### src/rtl/awsm_pkg.sv
`timescale 1ns / 1ps
`default_nettype none
// ----------------------------------------------------------------------------
// awsm_pkg
// Shared widths, register codes and types for the angle smoothing block.
// ----------------------------------------------------------------------------
package awsm_pkg;

	localparam int ANGLE_BITS_DEF       = 16;
	localparam int WEIGHT_FRAC_BITS_DEF = 16;

	localparam int DIST_BITS = 16;  // max_distance register
	localparam int WREG_BITS = 19;  // signed weight registers
	localparam int DIV_STEP  = 4;   // quotient bits per divider stage

	localparam int PADDR_W = 4;
	localparam int PDATA_W = 32;

	localparam logic [DIST_BITS-1:0] MAX_DIST_RST = '0;
	localparam logic [WREG_BITS-1:0] MIN_W_RST    = 19'd32768;
	localparam logic [WREG_BITS-1:0] MAX_W_RST    = 19'd65536;

	typedef enum logic [1:0] {
		REG_MAX_DIST = 2'd0,
		REG_MIN_W    = 2'd1,
		REG_MAX_W    = 2'd2
	} reg_idx_t;

	typedef struct packed {
		logic [DIST_BITS-1:0]        max_distance;
		logic signed [WREG_BITS-1:0] min_weight;
		logic signed [WREG_BITS-1:0] max_weight;
	} cfg_t;

endpackage
`default_nettype wire

### src/rtl/awsm_cfg.sv
`timescale 1ns / 1ps
`default_nettype none
// ----------------------------------------------------------------------------
// awsm_cfg
// APB register file: max distance and the two interpolation weights.
// ----------------------------------------------------------------------------
module awsm_cfg
	import awsm_pkg::*;
(
	input  wire logic               clk,
	input  wire logic               arst_n,
	input  wire logic               psel,
	input  wire logic               penable,
	input  wire logic               pwrite,
	input  wire logic [PADDR_W-1:0] paddr,
	input  wire logic [PDATA_W-1:0] pwdata,
	output logic      [PDATA_W-1:0] prdata,
	output logic                    pready,
	output cfg_t                    cfg
);

	logic [DIST_BITS-1:0] max_distance_q;
	logic [WREG_BITS-1:0] min_weight_q;
	logic [WREG_BITS-1:0] max_weight_q;
	logic                 wr_en;
	reg_idx_t             idx;

	// word-aligned; low address bits ignored
	assign idx    = reg_idx_t'(paddr[3:2]);
	assign pready = 1'b1;
	assign wr_en  = psel & penable & pwrite;

	always_ff @(posedge clk or negedge arst_n) begin
		if (!arst_n) begin
			max_distance_q <= MAX_DIST_RST;
			min_weight_q   <= MIN_W_RST;
			max_weight_q   <= MAX_W_RST;
		end else if (wr_en) begin
			unique case (idx)
				REG_MAX_DIST: max_distance_q <= pwdata[DIST_BITS-1:0];
				REG_MIN_W:    min_weight_q   <= pwdata[WREG_BITS-1:0];
				REG_MAX_W:    max_weight_q   <= pwdata[WREG_BITS-1:0];
				default: ;
			endcase
		end
	end

	always_comb begin
		unique case (idx)
			REG_MAX_DIST: prdata = PDATA_W'(max_distance_q);
			REG_MIN_W:    prdata = PDATA_W'(min_weight_q);
			REG_MAX_W:    prdata = PDATA_W'(max_weight_q);
			default:      prdata = '0;
		endcase
	end

	assign cfg.max_distance = max_distance_q;
	assign cfg.min_weight   = signed'(min_weight_q);
	assign cfg.max_weight   = signed'(max_weight_q);

endmodule
`default_nettype wire

### config.mk
export PLATFORM = sky130hd
export DESIGN_NAME = awsm_cfg
export DESIGN_NICKNAME = d
export VERILOG_FILES = /design/src/rtl/awsm_pkg.sv /design/src/rtl/awsm_cfg.sv
export SDC_FILE = /design/constraint.sdc
export NUM_CORES = 1
export LEC_CHECK = 0
export ABC_AREA = 1
export BUFFER_PORTS_ARGS = -buffer_cell sky130_fd_sc_hd__buf_4
export CAP_MARGIN = 40
export CORE_ASPECT_RATIO = 1.2
export CORE_UTILIZATION = 37
export DETAILED_ROUTE_END_ITERATION = 12
export PLACE_DENSITY_LB_ADDON = 0.25
export SKIP_CTS_REPAIR_TIMING = 1
export SKIP_LAST_GASP = 1
export SLEW_MARGIN = 20
export SYNTH_ARGS = -nofsm -noshare
export SYNTH_HDL_FRONTEND = slang
export SYNTH_SLANG_ARGS = --single-unit
### constraint.sdc
create_clock -name clk -period 0.9 [get_ports clk]
set_input_delay 0.09 -clock clk [delete_from_list [all_inputs] [get_ports clk]]
set_output_delay 0.09 -clock clk [all_outputs]
set_load 0.02 [all_outputs]
# --- Yosys cells after proc, flatten, opt, wreduce, memory -nomap -nowiden ---
# Index checks and enable logic that the tools add are counted.
classes:
  addsub: 0
  mul: 0
  div_mod_pow: 0
  order_cmp: 0
  n_eq_ne: 2
  shift: 0
  n_mux: 1
  bitwise: 2
  n_reduce_logical: 4
op_table:
  columns: ["op", "count"]
  rows:
  - ["$pmux W19 S3", 1]
  - ["$reduce_and A2 Y1", 3]
  - ["$and A1 B1 Y1", 2]
  - ["$eq A2 B1 Y1 const B", 1]
  - ["$eq A2 B2 Y1 const B", 1]
  - ["$logic_not A2 Y1", 1]
totals:
  reg_bits: 54
  latchBits: 0
  ramBits: 0
  mem_bits_ro: 0
  inputBits: 41
  output_inout_bits: 87
  elab_cells: 12
  memories: 0

# --- Longest topological paths before layout ---
# Gate-level depths: netlist (run 1).
logic_depth:
  word_depth: 3
  depth_mapped: 7

# --- Worst setup path after synthesis (run 1) ---
# OpenSTA, ideal clock, no wires.
synth_path:
  path_type: "register to output"
  startpoint: "register min_weight_q[15]"
  endpoint: "output prdata[15]"
  arrival_ns: 0.829
  required_time_ns: 0.810
  setup_slack_ns: -0.019
  stages_incl_launch_ff: 3
  n_path_buf: 0
  path_cell_list: "dfstp_2 nand2_1 nand3_1"
synth_via:
  elab_chain_cells: 1
synth_lines:
  columns: ["element", "line_no", "source"]
  rows:
  - ["from (decl)", "awsm_cfg.sv:23", "logic [WREG_BITS-1:0] min_weight_q;"]
  - ["from (signal assigned)", "awsm_cfg.sv:41", "REG_MIN_W: min_weight_q <= pwdata[WREG_BITS-1:0];"]
  - ["$pmux W19 S3", "awsm_cfg.sv:49", "unique case (idx)"]
  - ["to (decl)", "awsm_cfg.sv:17", "output logic [PDATA_W-1:0] prdata,"]
# No other way between the ends.

# --- Final worst setup path (run 1) ---
layout_path:
  startpoint: "register max_weight_q[16]"
  endpoint: "output prdata[16]"
layout_via:
  elab_chain_cells: 1
layout_lines:
  columns: ["element", "line_no", "source"]
  rows:
  - ["from (decl)", "awsm_cfg.sv:24", "logic [WREG_BITS-1:0] max_weight_q;"]
  - ["from (signal assigned)", "awsm_cfg.sv:42", "REG_MAX_W: max_weight_q <= pwdata[WREG_BITS-1:0];"]
  - ["$pmux W19 S3", "awsm_cfg.sv:49", null]
# No other way between the ends.

==> results.json, run 1 <==
{
  "status": "finished with violations",
  "violations": "hold timing, setup timing",
  "clk_pin_slew_worst_paths_ns": 0.09,
  "ys_warn_count": 0,
  "p_per_area_nw_per_um2": 2004,
  "syn_avg_cell_area_um2": 7.811,
  "core_um2": 6813,
  "setup_ws_ns": -0.2907,
  "hp-class": "primary input to flip-flop",
  "die_h_um": 93.98,
  "syn2layout_area_growth_pct": 68.11,
  "irDropWorstVdd_mv": 1.100,
  "clk_latency_ns": 0.30,
  "netlist.area_leader.share_pct": 49.88,
  "synth-seq-cells": 54,
  "htreeDepth": 2,
  "fin_nets": 533,
  "cp-end-kind": "output port",
  "grt_pass1_vias": 2333,
  "antenna_found_initial": 0,
  "post-place-ws_ns": -0.1209,
  "drive_above_1_share_pct": 40.97,
  "grt_overflow": 0,
  "finalNonFillerCells": 580,
  "placed_area_um2": 3535,
  "num_vias": 2657,
  "initial_utilization_pct": 38.29,
  "die_x_um": 78.65,
  "avgViaCountPerCell": 4.581,
  "first_pass_iters": 4,
  "drc": 0,
  "finalCritPeriodShare_pct": 132.3,
  "cts_buffers": 5,
  "diodes": 0,
  "gp_congestion": 0.8229,
  "rsz0062_at_grt": "yes",
  "critPathKind": "flip-flop to output port",
  "whs_ns": -0.004768,
  "dpl.cell_count": 528,
  "setup_viol": 73,
  "drtIter0Drc": 138,
  "cap_violations": 0,
  "hold_viol": 3,
  "die_area_um2": 7392,
  "wl_mm": 8.084,
  "worstPathRequired_ns": 0.81,
  "dp_hpwl_mm": 5.272,
  "fp-row-count": 33,
  "grt_pass1_wl_mm": 11.52,
  "synth.area.top_cells": "dfrtp_1 50%, nand2_1 32%, buf_4 4.6%, buf_6 3.9%, nand3_1 3.1%",
  "min_period_ns": 1.191,
  "grt_max_degree": 28,
  "io_buffers": 98,
  "syn-instance-count": 334,
  "regArea_um2": 1354,
  "yosys.area.top_type": "dfrtp_1",
  "nFillCells": 602,
  "clockBufferDepth": 2,
  "p_leak_nw": 2.461,
  "cts_root_buffer": "clkbuf_8",
  "wire_per_inst_um": 13.94,
  "multi_input_area_um2": 1145,
  "max_clock_freq_mhz": 839.8,
  "yosys.cell_types.count": 14,
  "netlist_area_um2": 2609,
  "cp-start-kind": "flip-flop",
  "synth-seq-area-share_pct": 51.89,
  "setup_tns_ns": -9.972,
  "skew_ns": 0,
  "cts.sinks": 54,
  "cts_tree": "done",
  "antenna_left": 0,
  "critical_path_arrival_ns": 1.10,
  "design_area_um2": 4385,
  "ios": 128,
  "track_usage_pct": 20.51,
  "crit_fanout": 3,
  "finalMaxSlewViolations": 0
}
==> where the power goes <==
part	leakage, nW	switching (mW)	internal [mW]
combinational	1.74	1.87	2.16
sequential	0.682	0.508	2.93
clock	0.0395	0.753	0.555
total	2.46	3.14	5.65
==> metal layers <==
layer / wire length [µm] / track usage [%]
met1: 3296 / 24.88
met2: 4364 / 37.10
met3: 338 / 3.204
met4: 84 / 6.019
met5: 0 / 0
==> through the flow <==
| step | hold slack [ns] | utilization [%] | power (mW) |
|---|---|---|---|
| 4_1_cts | -0.3865 | 53.06 | 7.510 |
| 3_5_place_dp | -0.05570 | 51.88 | 6.231 |
| 5_1_grt | 0.003752 | 64.37 | 9.238 |
| 6_report | -0.004768 | 64.37 | 8.790 |
| 3_3_place_gp | -0.05795 | 51.88 | 6.185 |
| 2_1_floorplan | -0.2056 | - | 4.827 |
==> area by class of cell <==
class	instances	share of cell area [%]
Tap cell	87	2.482
Sequential cell	54	30.87
Timing Repair Buffer	164	38.29
Inverter	5	0.4280
Multi-Input combinational cell	262	26.11
Clock buffer	8	1.826
==> synthesized netlist by cell type <==
library cell and count:
nand3_1 16, dfstp_2 2, inv_2 3, nand2_2 4, nor2_2 1, nand2_1 221
inv_1 2, buf_6 9, nand3_2 1, nor2_4 4, buf_4 16, dfrtp_1 52
conb_1 2, nand2_4 1
==> cell usage in the layout (no fill, tap or decap), drive strengths merged <==
| master | instances |
|---|---|
| dfstp | 2 |
| nand2 | 226 |
| nand3 | 17 |
| nor2 | 5 |
| buf | 161 |
| clkbuf | 8 |
| dlygate4sd3 | 3 |
| conb | 14 |
| dfrtp | 52 |
| inv | 5 |
==> worst paths after layout <==
check / from / endpoint / slack [ns] / cells after the start
max reg2reg: max_distance_q[8] / max_distance_q[8] / 0.06 / 4
min in group asynchronous: arst_n / min_weight_q[16] / 0.16 / 2
min: pwdata[16] / min_weight_q[16] / -0.005 / 3
min reg2reg: max_weight_q[16] / max_weight_q[16] / 0.48 / 2
max: max_weight_q[16] / prdata[16] / -0.29 / 3
max in group asynchronous: arst_n / max_weight_q[16] / 0.29 / 3
==> flip-flops by register name, summed over array words and instances, names as in the netlist <==
| signal | cells |
|---|---|
| min_weight_q | 19 |
| max_distance_q | 16 |
| max_weight_q | 19 |
==> cell families (layout without fill, tap and decap cells) <==
logic type | Yosys count | count (layout) | share of synthesized area (%)
flip-flops | 54 | 54 | 51.89
other | 2 | 14 | 0.2879
AND/OR/NAND/NOR | 248 | 248 | 38.61
buffers and inverters | 30 | 177 | 9.209
==> critical path, stage by stage, from the launching register on <==
cell and delay, ns:
dfstp_2 0.56, nand2_1 0.05, nand2_1 0.07, buf_6 0.11
Note: power is estimated with default switching activity, not from simulation.
==> run 2, diff against run 1 <==
CORE_ASPECT_RATIO = 0.6   (was 1.2)
==> run 2 against run 1 <==
The flow finishes with violations (setup timing). Via count grew 1.4%. First-iteration DRC count is 8.0% higher. Clock power is 49% higher. Worst setup slack improved by 0.033 ns. Utilization grew 1.0 points. Global-route usage increased by 0.16 points. Die area is 0.13% higher.
==> results.json, run 2 (synthesis results as in run 1) <==
{
  "regArea_um2": 1354,
  "crit_buf_inv": 1,
  "cts_root_buffer": "clkbuf_16",
  "drive_above_1_share_pct": 40.73,
  "gp_congestion": 0.7992,
  "grt_overflow": 0,
  "min_period_ns": 1.158,
  "reg2reg_depth": 4,
  "wl_mm": 8.549,
  "fp-row-count": 23,
  "hold_viol": 0,
  "ios": 128,
  "finalNonFillerCells": 578,
  "cts_buffers": 5,
  "regToRegStartpoint": "max_distance_q[5]",
  "track_usage_pct": 20.68,
  "p_per_area_nw_per_um2": 2140,
  "rsz0062_at_grt": "yes",
  "finalCritPeriodShare_pct": 128.6,
  "reg_top3": "max_weight_q (19), min_weight_q (19), max_distance_q (16)",
  "layout_common_cells": "219 x nand2_1, 89 x buf_6, 65 x buf_4",
  "grt_max_degree": 25,
  "drtIter0Drc": 149,
  "fin_nets": 531,
  "avgViaCountPerCell": 4.661,
  "clockBufferDepth": 2,
  "crit_family": "flip-flops",
  "min_to": "min_weight_q[16]",
  "cts.sinks": 54,
  "worstPathRequired_ns": 0.81,
  "crit_fanout": 3,
  "hp-start": "pwdata[16]",
  "num_vias": 2694,
  "critPathKind": "flip-flop to output port",
  "cp-start-kind": "flip-flop",
  "first_pass_iters": 4,
  "htreeDepth": 2,
  "core_um2": 6734,
  "timing.rr.end": "max_distance_q[5]",
  "dp_hpwl_mm": 5.671,
  "violations": "setup timing",
  "worstPathCellList": "nand2_1 -> nand2_1 -> buf_6",
  "grt_pass1_wl_mm": 11.60,
  "dpl.cell_count": 529,
  "cp_common_cell": "nand2_1",
  "slowest_delay_ns": 0.54,
  "setup_viol": 73,
  "nFillCells": 551,
  "cap_violations": 0,
  "diodes": 0,
  "critical_path_arrival_ns": 1.07,
  "final_common_cell": "nand2_1",
  "die_area_um2": 7401,
  "antenna_left": 0,
  "p_leak_nw": 2.485,
  "cp-end-kind": "output port",
  "skew_ns": 0,
  "grt_pass1_vias": 2214,
  "irDropWorstVdd_mv": 1.133,
  "cp_slowest_cell": "dfstp_2",
  "multi_input_area_um2": 1135,
  "setup_ws_ns": -0.2578,
  "drc": 0,
  "io_buffers": 98,
  "hold_depth": 3,
  "syn2layout_area_growth_pct": 68.82,
  "clk_pin_slew_worst_paths_ns": 0.07,
  "antenna_found_initial": 0,
  "max_clock_freq_mhz": 863.7,
  "cts_tree": "done",
  "die_x_um": 110.4,
  "status": "finished with violations",
  "die_h_um": 67.04,
  "finalMaxSlewViolations": 0,
  "wire_per_inst_um": 14.79,
  "whs_ns": 0.006826,
  "rrSetupSlack_ns": 0.06,
  "hp-class": "primary input to flip-flop",
  "initial_utilization_pct": 38.74,
  "clk_latency_ns": 0.29
}
run 2: changes by cell type in the layout (fill, tap and decap cells not counted):
cell,previous run,this run
clkbuf_16,0,5
clkinv_2,0,1
nand2_1,215,219
nand2_2,10,6
buf_4,60,65
buf_6,94,89
dlygate4sd3_1,3,1
clkbuf_1,3,1
clkbuf_8,5,1
run 2: area by class of cell:
type,instances,share of cell area (%)
clock inverter,1,0.1136
multi-input combinational,262,25.77
clock buffer,7,3.239
tap,87,2.472
timing repair buffer,162,37.24
sequential,54,30.74
inverter,5,0.4261
run 2: report_power, final:
| part | switching [mW] | leakage (nW) | internal [mW] |
|---|---|---|---|
| Sequential | 0.550 | 0.682 | 2.94 |
| Combinational | 1.87 | 1.73 | 2.12 |
| Clock | 0.840 | 0.0739 | 1.11 |
run 2: metal layers:
layer	up-vias	part of all wire (%)	global-route usage [%]
met1	1277	45	29.75
met2	112	47	30.20
li1	1292	-	-
met3	13	6.9	4.914
met5	-	0	0
met4	0	1.2	7.167
run 2: worst max path at each step:
stage / cells after the start / endpoint / start
3_5_place_dp: 8 / prdata[17] / paddr[2]
3_3_place_gp: 8 / prdata[15] / paddr[2]
2_1_floorplan: 2 / prdata[16] / max_weight_q[16]
5_1_grt: 3 / prdata[16] / max_weight_q[16]
4_1_cts: 3 / prdata[15] / min_weight_q[15]
6_report: 3 / prdata[16] / max_weight_q[16]
run 2: stage by stage:
step	area [µm²]	total power [mW]	setup slack [ns]	setup TNS (ns)	util [%]
CTS	3690	8.212	-0.2784	-7.405	54.79
detailed placement	3542	6.258	-0.09406	-3.302	52.60
floorplan	2659	4.827	0.01651	0	-
global placement	3542	6.188	-0.07364	-2.566	52.60
global route	4404	9.828	-0.3067	-10.11	65.40
finish	4404	9.424	-0.2578	-8.292	65.40
run 2: worst reg2reg max path, stage by stage (launching register included):
cell and delay, ns:
dfrtp_1 0.39, buf_6 0.13, buf_4 0.12, nand2_1 0.05, nand2_1 0.05
