==> config.mk <==
export PLATFORM = sky130hd
export DESIGN_NAME = awsm_axis
export DESIGN_NICKNAME = d
export VERILOG_FILES = /design/src/rtl/awsm_pkg.sv /design/src/rtl/awsm_div_stage.sv /design/src/rtl/awsm_axis.sv
export SDC_FILE = /design/constraint.sdc
export NUM_CORES = 2
export LEC_CHECK = 0
export ABC_AREA = 1
export ABC_CLOCK_PERIOD_IN_PS = 11550
export BUFFER_PORTS_ARGS = -buffer_cell sky130_fd_sc_hd__buf_4
export CAP_MARGIN = 10
export CORE_ASPECT_RATIO = 0.7
export CORE_MARGIN = 2
export CORE_UTILIZATION = 50
export CTS_BUF_LIST = sky130_fd_sc_hd__clkbuf_4
export DETAILED_ROUTE_END_ITERATION = 6
export HOLD_SLACK_MARGIN = 0.02
export PLACE_DENSITY_LB_ADDON = 0.15
export SLEW_MARGIN = 20
export SYNTH_ARGS = -nofsm -noshare
export SYNTH_HDL_FRONTEND = slang
export SYNTH_HIERARCHICAL = 1
export SYNTH_SLANG_ARGS = --single-unit
==> constraint.sdc <==
create_clock -name clk -period 11.55 [get_ports clk]
set_input_delay 2.31 -clock clk [delete_from_list [all_inputs] [get_ports clk]]
set_output_delay 2.31 -clock clk [all_outputs]
set_load 0.03 [all_outputs]
==> src/rtl/awsm_pkg.sv <==
`timescale 1ns / 1ps
`default_nettype none
// ----------------------------------------------------------------------------
// awsm_pkg
// Shared widths, register codes and types for the angle smoothing block.
// ----------------------------------------------------------------------------
package awsm_pkg;

	localparam int ANGLE_BITS_DEF       = 16;
	localparam int WEIGHT_FRAC_BITS_DEF = 16;

	localparam int DIST_BITS = 16;  // max_distance register
	localparam int WREG_BITS = 19;  // signed weight registers
	localparam int DIV_STEP  = 4;   // quotient bits per divider stage

	localparam int PADDR_W = 4;
	localparam int PDATA_W = 32;

	localparam logic [DIST_BITS-1:0] MAX_DIST_RST = '0;
	localparam logic [WREG_BITS-1:0] MIN_W_RST    = 19'd32768;
	localparam logic [WREG_BITS-1:0] MAX_W_RST    = 19'd65536;

	typedef enum logic [1:0] {
		REG_MAX_DIST = 2'd0,
		REG_MIN_W    = 2'd1,
		REG_MAX_W    = 2'd2
	} reg_idx_t;

	typedef struct packed {
		logic [DIST_BITS-1:0]        max_distance;
		logic signed [WREG_BITS-1:0] min_weight;
		logic signed [WREG_BITS-1:0] max_weight;
	} cfg_t;

endpackage
`default_nettype wire

==> src/rtl/awsm_div_stage.sv <==
`timescale 1ns / 1ps
`default_nettype none
// ----------------------------------------------------------------------------
// awsm_div_stage
// One registered slice of the restoring divider, DIV_STEP quotient bits.
// ----------------------------------------------------------------------------
module awsm_div_stage
	import awsm_pkg::*;
#(
	parameter int WEIGHT_FRAC_BITS = WEIGHT_FRAC_BITS_DEF,
	parameter int FIRST_BIT        = 0
) (
	input  wire logic                        clk,
	input  wire logic                        en,
	input  wire logic [DIST_BITS-1:0]        divisor,
	input  wire logic [DIST_BITS-1:0]        rem_i,
	input  wire logic [WEIGHT_FRAC_BITS-1:0] quot_i,
	output logic      [DIST_BITS-1:0]        rem_s2,
	output logic      [WEIGHT_FRAC_BITS-1:0] quot_s2
);

	localparam int F = WEIGHT_FRAC_BITS;

	logic [DIST_BITS-1:0] rem_c;
	logic [F-1:0]         quot_c;

	// remainder stays below the divisor, so the doubled value needs one bit more
	always_comb begin
		logic [DIST_BITS:0] dbl;
		rem_c  = rem_i;
		quot_c = quot_i;
		for (int j = 0; j < DIV_STEP; j++) begin
			if (FIRST_BIT + j < F) begin
				dbl = {rem_c, 1'b0};
				if (dbl >= {1'b0, divisor}) begin
					rem_c  = DIST_BITS'(dbl - {1'b0, divisor});
					quot_c = {quot_c[F-2:0], 1'b1};
				end else begin
					rem_c  = dbl[DIST_BITS-1:0];
					quot_c = {quot_c[F-2:0], 1'b0};
				end
			end
		end
	end

	always_ff @(posedge clk) begin
		if (en) begin
			rem_s2  <= rem_c;
			quot_s2 <= quot_c;
		end
	end

endmodule
`default_nettype wire

==> src/rtl/awsm_axis.sv <==
`timescale 1ns / 1ps
`default_nettype none
// ----------------------------------------------------------------------------
// awsm_axis
// Datapath of one axis: wrap difference, alpha divide, weight, blend.
// ----------------------------------------------------------------------------
module awsm_axis
	import awsm_pkg::*;
#(
	parameter int ANGLE_BITS       = ANGLE_BITS_DEF,
	parameter int WEIGHT_FRAC_BITS = WEIGHT_FRAC_BITS_DEF,
	parameter int NDIV             = (WEIGHT_FRAC_BITS + DIV_STEP - 1) / DIV_STEP,
	parameter int NST              = NDIV + 5
) (
	input  wire logic                         clk,
	input  wire logic                         arst_n,
	input  wire logic [NST-1:0]               en,
	input  wire logic [NST-1:0]               vld,
	input  wire cfg_t                         cfg,
	input  wire logic signed [ANGLE_BITS-1:0] cur,
	input  wire logic signed [ANGLE_BITS-1:0] prev,
	output logic signed [ANGLE_BITS-1:0]      smoothed
);

	localparam int A  = ANGLE_BITS;
	localparam int F  = WEIGHT_FRAC_BITS;
	localparam int MW = A + DIST_BITS;
	localparam int WD = WREG_BITS + 1;
	localparam int PW = WD + F + 2;
	localparam int DW = A + F + 2;
	localparam int S3 = NDIV + 1;
	localparam int S4 = NDIV + 2;
	localparam int S5 = NDIV + 3;
	localparam int S6 = NDIV + 4;

	localparam logic [F:0]              W_ONE  = {1'b1, {F{1'b0}}};
	localparam logic signed [PW-1:0]    ONE_PW = {{(PW-F-1){1'b0}}, 1'b1, {F{1'b0}}};

	// stage 1: wrapped difference, magnitude, saturation test
	logic signed [A-1:0]   d_c;
	logic [A-1:0]          mag_c;
	logic [MW-1:0]         mag_ext;
	logic                  sat_c;

	logic signed [A-1:0]   d_s1;
	logic signed [A-1:0]   prev_s1;
	logic                  sat_s1;
	logic [DIST_BITS-1:0]  rem_s1;

	assign d_c     = cur - prev;
	assign mag_c   = d_c[A-1] ? A'(-d_c) : A'(d_c);
	assign mag_ext = MW'(mag_c);
	assign sat_c   = mag_ext >= MW'(cfg.max_distance);

	always_ff @(posedge clk) begin
		if (en[0]) begin
			d_s1    <= d_c;
			prev_s1 <= prev;
			sat_s1  <= sat_c;
			rem_s1  <= mag_ext[DIST_BITS-1:0];
		end
	end

	// stage 2: divider slices; when not saturated mag < max_distance, so
	// the quotient fits in F bits
	logic signed [A-1:0]  d_s2    [NDIV];
	logic signed [A-1:0]  prev_s2 [NDIV];
	logic                 sat_s2  [NDIV];
	logic [DIST_BITS-1:0] rem_s2  [NDIV];
	logic [F-1:0]         quot_s2 [NDIV];

	for (genvar s = 0; s < NDIV; s++) begin : g_div
		logic signed [A-1:0]  d_in;
		logic signed [A-1:0]  prev_in;
		logic                 sat_in;
		logic [DIST_BITS-1:0] rem_in;
		logic [F-1:0]         quot_in;

		if (s == 0) begin : g_first
			assign d_in    = d_s1;
			assign prev_in = prev_s1;
			assign sat_in  = sat_s1;
			assign rem_in  = rem_s1;
			assign quot_in = '0;
		end else begin : g_next
			assign d_in    = d_s2[s-1];
			assign prev_in = prev_s2[s-1];
			assign sat_in  = sat_s2[s-1];
			assign rem_in  = rem_s2[s-1];
			assign quot_in = quot_s2[s-1];
		end

		awsm_div_stage #(
			.WEIGHT_FRAC_BITS (F),
			.FIRST_BIT        (s * DIV_STEP)
		) u_div (
			.clk     (clk),
			.en      (en[s+1]),
			.divisor (cfg.max_distance),
			.rem_i   (rem_in),
			.quot_i  (quot_in),
			.rem_s2  (rem_s2[s]),
			.quot_s2 (quot_s2[s])
		);

		always_ff @(posedge clk) begin
			if (en[s+1]) begin
				d_s2[s]    <= d_in;
				prev_s2[s] <= prev_in;
				sat_s2[s]  <= sat_in;
			end
		end
	end

	// stage 3: alpha and (max - min) * alpha
	logic [F:0]              alpha_c;
	logic signed [WD-1:0]    wdiff_c;
	logic signed [PW-1:0]    prod_s3;
	logic signed [A-1:0]     d_s3;
	logic signed [A-1:0]     prev_s3;

	assign alpha_c = sat_s2[NDIV-1] ? W_ONE : {1'b0, quot_s2[NDIV-1]};
	assign wdiff_c = WD'(cfg.max_weight) - WD'(cfg.min_weight);

	always_ff @(posedge clk) begin
		if (en[S3]) begin
			prod_s3 <= PW'(wdiff_c) * signed'(PW'({1'b0, alpha_c}));
			d_s3    <= d_s2[NDIV-1];
			prev_s3 <= prev_s2[NDIV-1];
		end
	end

	// stage 4: interpolated weight (min weight if max_distance is zero), clamped to [0, 1]
	logic signed [PW-1:0] wmin_ext;
	logic signed [PW-1:0] wsel_c;
	logic [F:0]           w_c;
	logic [F:0]           w_s4;
	logic signed [A-1:0]  d_s4;
	logic signed [A-1:0]  prev_s4;

	assign wmin_ext = PW'(cfg.min_weight);

	always_comb begin
		if (cfg.max_distance == '0) wsel_c = wmin_ext;
		else                        wsel_c = wmin_ext + (prod_s3 >>> F);
		if (wsel_c < 0)            w_c = '0;
		else if (wsel_c > ONE_PW)  w_c = W_ONE;
		else                       w_c = wsel_c[F:0];
	end

	always_ff @(posedge clk) begin
		if (en[S4]) begin
			w_s4    <= w_c;
			d_s4    <= d_s3;
			prev_s4 <= prev_s3;
		end
	end

	// stage 5: difference times weight
	logic signed [DW-1:0] dw_s5;
	logic signed [A-1:0]  prev_s5;

	always_ff @(posedge clk) begin
		if (en[S5]) begin
			dw_s5   <= DW'(d_s4) * signed'(DW'({1'b0, w_s4}));
			prev_s5 <= prev_s4;
		end
	end

	// stage 6: floor shift and wrap around the turn
	logic signed [DW-1:0] step_c;
	logic signed [A-1:0]  smoothed_s6;

	assign step_c = dw_s5 >>> F;

	always_ff @(posedge clk) begin
		if (en[S6]) begin
			smoothed_s6 <= prev_s5 + step_c[A-1:0];
		end
	end

	assign smoothed = smoothed_s6;

	a_rem_s1: assert property (@(posedge clk) disable iff (!arst_n)
		vld[0] && !sat_s1 |-> rem_s1 < cfg.max_distance)
		else $error("stage 1 remainder not below max distance");

	a_rem_div: assert property (@(posedge clk) disable iff (!arst_n)
		vld[NDIV] && !sat_s2[NDIV-1] |-> rem_s2[NDIV-1] < cfg.max_distance)
		else $error("divider remainder not below max distance");

	a_w_range: assert property (@(posedge clk) disable iff (!arst_n)
		vld[S4] |-> w_s4 <= W_ONE)
		else $error("clamped weight above one");

endmodule
`default_nettype wire

# Yosys cells after proc, flatten, opt, wreduce, memory -nomap -nowiden
# Memory sizes are Yosys's and may differ from the RTL's. A register that Yosys moved wholly into a read port is not among the register bits.
# Index checks and enable logic that the tools add are counted.
word_totals:
  mem_bits_rw: 132
  memories: 3
  ff_bits: 288
op_classes:
  mul: 2
  reduce_logical: 2
  n_addsub: 20
  magnitude_cmp: 19
  n_mux: 43
mem_list:
  columns: ["name", "depth", "word_bits", "read_ports", "rd_clocked_by_memory_dff", "write_ports", "line_no", "rtl"]
  rows:
  - ["d_s2", 4, 16, 4, 1, 4, "awsm_axis.sv:66", "logic signed [A-1:0] d_s2 [NDIV];"]
  - ["prev_s2", 4, 16, 4, 1, 4, "awsm_axis.sv:67", "logic signed [A-1:0] prev_s2 [NDIV];"]
  - ["sat_s2", 4, 1, 4, 0, 4, "awsm_axis.sv:68", "logic sat_s2 [NDIV];"]
ops:
  columns: ["op", "count"]
  rows:
  - ["$ge 17x16->1", 16]
  - ["$mux 16", 16]
  - ["$sub 16x16->16", 16]
  - ["$gt 38x18->1 const B", 1]
  - ["$lt 38x1->1 const B", 1]
  - ["$mul 20x18->38", 1]
  - ["$mux 38", 1]
  - ["$mux 17", 2]
  - ["$mul 16x18->32", 1]
  - ["$mux 1", 24]
  - ["$add 19x22->23", 1]
  - ["$sub 19x19->20", 1]
  - ["$add 16x16->16", 1]
  - ["$ge 16x16->1", 1]
  - ["$logic_not 16->1", 1]
  - ["$neg 16->16", 1]
  - ["$reduce_or 2->1", 1]

# Logic depth before layout (Yosys ltp)
logic_depth:
  word_depth: 8
  depth_mapped: 56
  ltp_nobuf: 52

# Modules after synthesis
# The synthesis kept the hierarchy.
modules_own_cells:
  columns: ["mod", "n_inst", "area_per_inst_um2", "seq_area_each_um2", "cells_each"]
  rows:
  - ["awsm_axis", 1, 37025.5, 9939.5, 4048]
  - ["awsm_div_stage (g_div[0].u_div ...)", 3, 5212.5, 960.9, 792]
  - ["awsm_div_stage (g_div[3].u_div)", 1, 5183.7, 960.9, 783]

# Worst setup path after synthesis
# Ideal clock, no wire load.
synth_timing:
  path_type: "input-to-reg"
  from: "in cfg[21] in the netlist's numbering"
  to: "reg prod_s3[36], data pin"
  arrival_time_ns: 8.897
  path_stages: 29
  slack_ns: 2.391
  n_path_buf: 2
  cell_sequence: "inv_1 -> ha_1 -> a21oi_2 -> nand2_1 -> nand2_1 -> nand2_1 -> a21oi_2 -> o21ai_1 -> a21o_1 -> nand4_1 -> nand2_2 -> buf_4 -> nor2_1 -> fa_1 -> fa_1 -> buf_1 -> inv_1 -> fa_1 -> fa_1 -> fa_1 -> fa_1 -> inv_1 -> ha_1 -> a21oi_1 -> o21ai_0 -> a21oi_1 -> nand2_1 -> o21bai_1 -> xor2_1"
synth_between:
  elab_chain_cells: 2
synth_rtl:
  columns: ["item", "line_no", "rtl"]
  rows:
  - ["start, declared", "awsm_axis.sv:19", "input wire cfg_t cfg,"]
  - ["$sub 19x19->20", "awsm_axis.sv:123", "assign wdiff_c = WD'(cfg.max_weight) - WD'(cfg.min_weight);"]
  - ["$mul 20x18->38", "awsm_axis.sv:127", "prod_s3 <= PW'(wdiff_c) * signed'(PW'({1'b0, alpha_c}));"]
  - ["end signal, assigned", "awsm_axis.sv:127", null]
  - ["end, declared", "awsm_axis.sv:118", "logic signed [PW-1:0] prod_s3;"]
# No other way between the ends.
# A chain may end at the register's enable or synchronous reset.

# Worst setup path after layout
layout_timing:
  from: "in cfg[39] in the netlist's numbering"
  to: "reg g_div[2].u_div.rem_s2[15], data pin"
layout_between:
  elab_chain_cells: 8
layout_rtl:
  columns: ["item", "line_no", "rtl"]
  rows:
  - ["$sub 16x16->16 / $ge 17x16->1 (equally long branches)", "awsm_div_stage.sv:36, awsm_div_stage.sv:35", null]
  - ["$mux 16", "awsm_div_stage.sv:35", "if (dbl >= {1'b0, divisor}) begin"]
  - ["$sub 16x16->16 / $ge 17x16->1 (equally long branches)", "awsm_div_stage.sv:36, awsm_div_stage.sv:35", null]
  - ["$mux 16", "awsm_div_stage.sv:35", null]
  - ["$sub 16x16->16 / $ge 17x16->1 (equally long branches)", "awsm_div_stage.sv:36, awsm_div_stage.sv:35", null]
  - ["$mux 16", "awsm_div_stage.sv:35", null]
  - ["$sub 16x16->16 / $ge 17x16->1 (equally long branches)", "awsm_div_stage.sv:36, awsm_div_stage.sv:35", null]
  - ["$mux 16 *", "awsm_div_stage.sv:35", null]
  - ["net g_div[2].u_div.rem_c[15]", "awsm_div_stage.sv:24", "logic [DIST_BITS-1:0] rem_c;"]
  - ["end signal, assigned", "awsm_div_stage.sv:48", "rem_s2 <= rem_c;"]
  - ["end, declared", "awsm_div_stage.sv:18", "output logic [DIST_BITS-1:0] rem_s2,"]
# Mark *: on every way through the listed nets, which the timed path passes. The rest lies on a longest branch.

==> flow_metrics.tcl <==
set metrics [dict create \
    finalWorstSetupSlack_ns 1.13 \
    cts.sinks 419 \
    die_area_um2 115000 \
    syn-num-nets 8260 \
    path_buf_inv 5 \
    path_class "in -> reg" \
    die_w_um 404 \
    layout_common_cells "nand2_1 (1845), inv_1 (1371), fa_1 (548), ha_1 (534), nor2_1 (475)" \
    worstPathArrival_ns 10.99 \
    clkSlewWorstSetupHoldPaths_ns 0.06 \
    slew_violations 0 \
    grt_pass1_wl_um 241000 \
    cts-root-buf "clkbuf_4" \
    final_common_cell "nand2_1" \
    postCtsSetupBuffers 0 \
    tightest_slew_ns 1.08 \
    fin_crit_ns 10.42 \
    numCtsBuffers 101 \
    finClkSkew_ns 0.0935 \
    gp_congestion 0.936 \
    fin_util 0.537 \
    maxSlewHeadroom 0.278 \
    synth_warnings 6 \
    hold_class "reg -> reg" \
    grt_max_degree 62 \
    start_util 0.506 \
    cts_tree "done" \
    post-route-period-util 0.902 \
    max_freq_mhz 96.0 \
    ant_nets 0 \
    finalSetupTns_ns 0 \
    via_per_inst 5.26 \
    drive_gt1_frac 0.0886 \
    io_pins 122 \
    htree_levels 3 \
    num_vias 45800 \
    grt_pass1_vias 43400 \
    drv_cap 0 \
    hold_violations 0 \
    syn_to_final_growth_pct 6.19 \
    antenna_found_initial 5 \
    wirelength_um 152000 \
    drtIter0Drc 4260 \
    path_delay_family "simple AND/OR/NAND/NOR gates" \
    cp_max_fo 18 \
    hold_buffers 0 \
    synthCells 7072 \
    cts_resized 0 \
    core_area_um2 111000 \
    track_usage 0.266 \
    num_rows 102 \
    wl_per_cell_um 17.5 \
    place.detailed.hpwl_um 124000 \
    max_stage_delay_ns 0.57 \
    critPathLaunchType "primary input" \
    final_nets 8364 \
    setup_violations 0 \
    insertion_delay_ns 0.94 \
    cp_common_cell "nand2_1" \
    cts_buffer_depth 3 \
    syn_avg_cell_area_um2 7.94 \
    overflow 0 \
    slowest_stage "a21boi_4" \
    status "completed" \
    drcViolationCount 0 \
    syn_area_um2 56100 \
    place_ws_ns 0.674 \
    die_h_um 284 \
    required_ns 12.12 \
    port_buffers 111 \
    cp-end-kind "flop" \
    dr.pass1.iters 6 \
    rsz0062_at_grt "no" \
]
## registers in the layout (all words and copies together) (netlist names)
| name | count |
|---|---|
| prev_s3 | 16 |
| g_div.sat_in | 1 |
| d_s3 | 16 |
| g_div.u_div/rem_s2 | 48 |
| smoothed | 16 |
| d_s1 | 15 |
| d_s4 | 16 |
| prev_s4 | 16 |
| prod_s3 | 22 |
| g_div.rem_in | 16 |
| sat_s2 | 4 |
| g_div.prev_in | 16 |
| g_div.u_div/quot_s2 | 40 |
| prev_s5 | 16 |
| d_s2 | 64 |
| dw_s5 | 16 |
| prev_s2 | 64 |
| w_s4 | 17 |
## metal layers
metal  GRT usage  up-vias  share of wire  routed length [µm]
met1       0.430    21600           0.50               76700
met2       0.356     1600           0.38               58400
li1            -    22500              -                   -
met4      0.0353        2         0.0095                1440
met3      0.0700      121           0.10               15600
met5           0        -       0.000085                  13
## worst reg2reg max path, delay by kind of cell (launching register included)
kind / cells / cell delay, ns
adder cells (fa/ha/maj): 5 / 1.70
buffers and inverters: 3 / 0.26
flip-flops: 1 / 0.46
AO/OA/AOI/OAI: 11 / 2.88
AND/OR/NAND/NOR: 25 / 3.46
## path summary, 6_finish.rpt
check / cells after the start / to / startpoint / slack (ns)
worst max-delay path: 46 / g_div[2].u_div/rem_s2[15] / cfg[39] / 1.13
worst min-delay path: 0 / d_s4[2] / d_s3[2] / 0.35
worst max register to register: 44 / g_div[2].u_div/rem_s2[15] / g_div[1].u_div/rem_s2[0] / 2.45
worst min register to register: 0 / d_s4[2] / d_s3[2] / 0.35
## layout make-up
class	instances	area, µm²
Antenna cell	5	12.5
Clock buffer	144	1080
Clock inverter	37	269
Fill cell	10600	51300
Inverter	1424	5360
Multi-Input combinational cell	5088	37400
Sequential cell	419	12600
Tap cell	1456	1820
Timing Repair Buffer	142	1070
## per-stage QoR
stage	cell area [µm²]	hold WS (ns)	instances
after floorplan	56100	0.400	7072
after global placement	58200	0.400	8529
after detailed placement	58200	0.405	8529
after CTS	59600	0.349	8710
after global routing	59600	0.394	8715
final	59600	0.353	8715
Power is not shown: default switching activity piles up to over one toggle a cycle in this logic, so the estimate is an artifact.
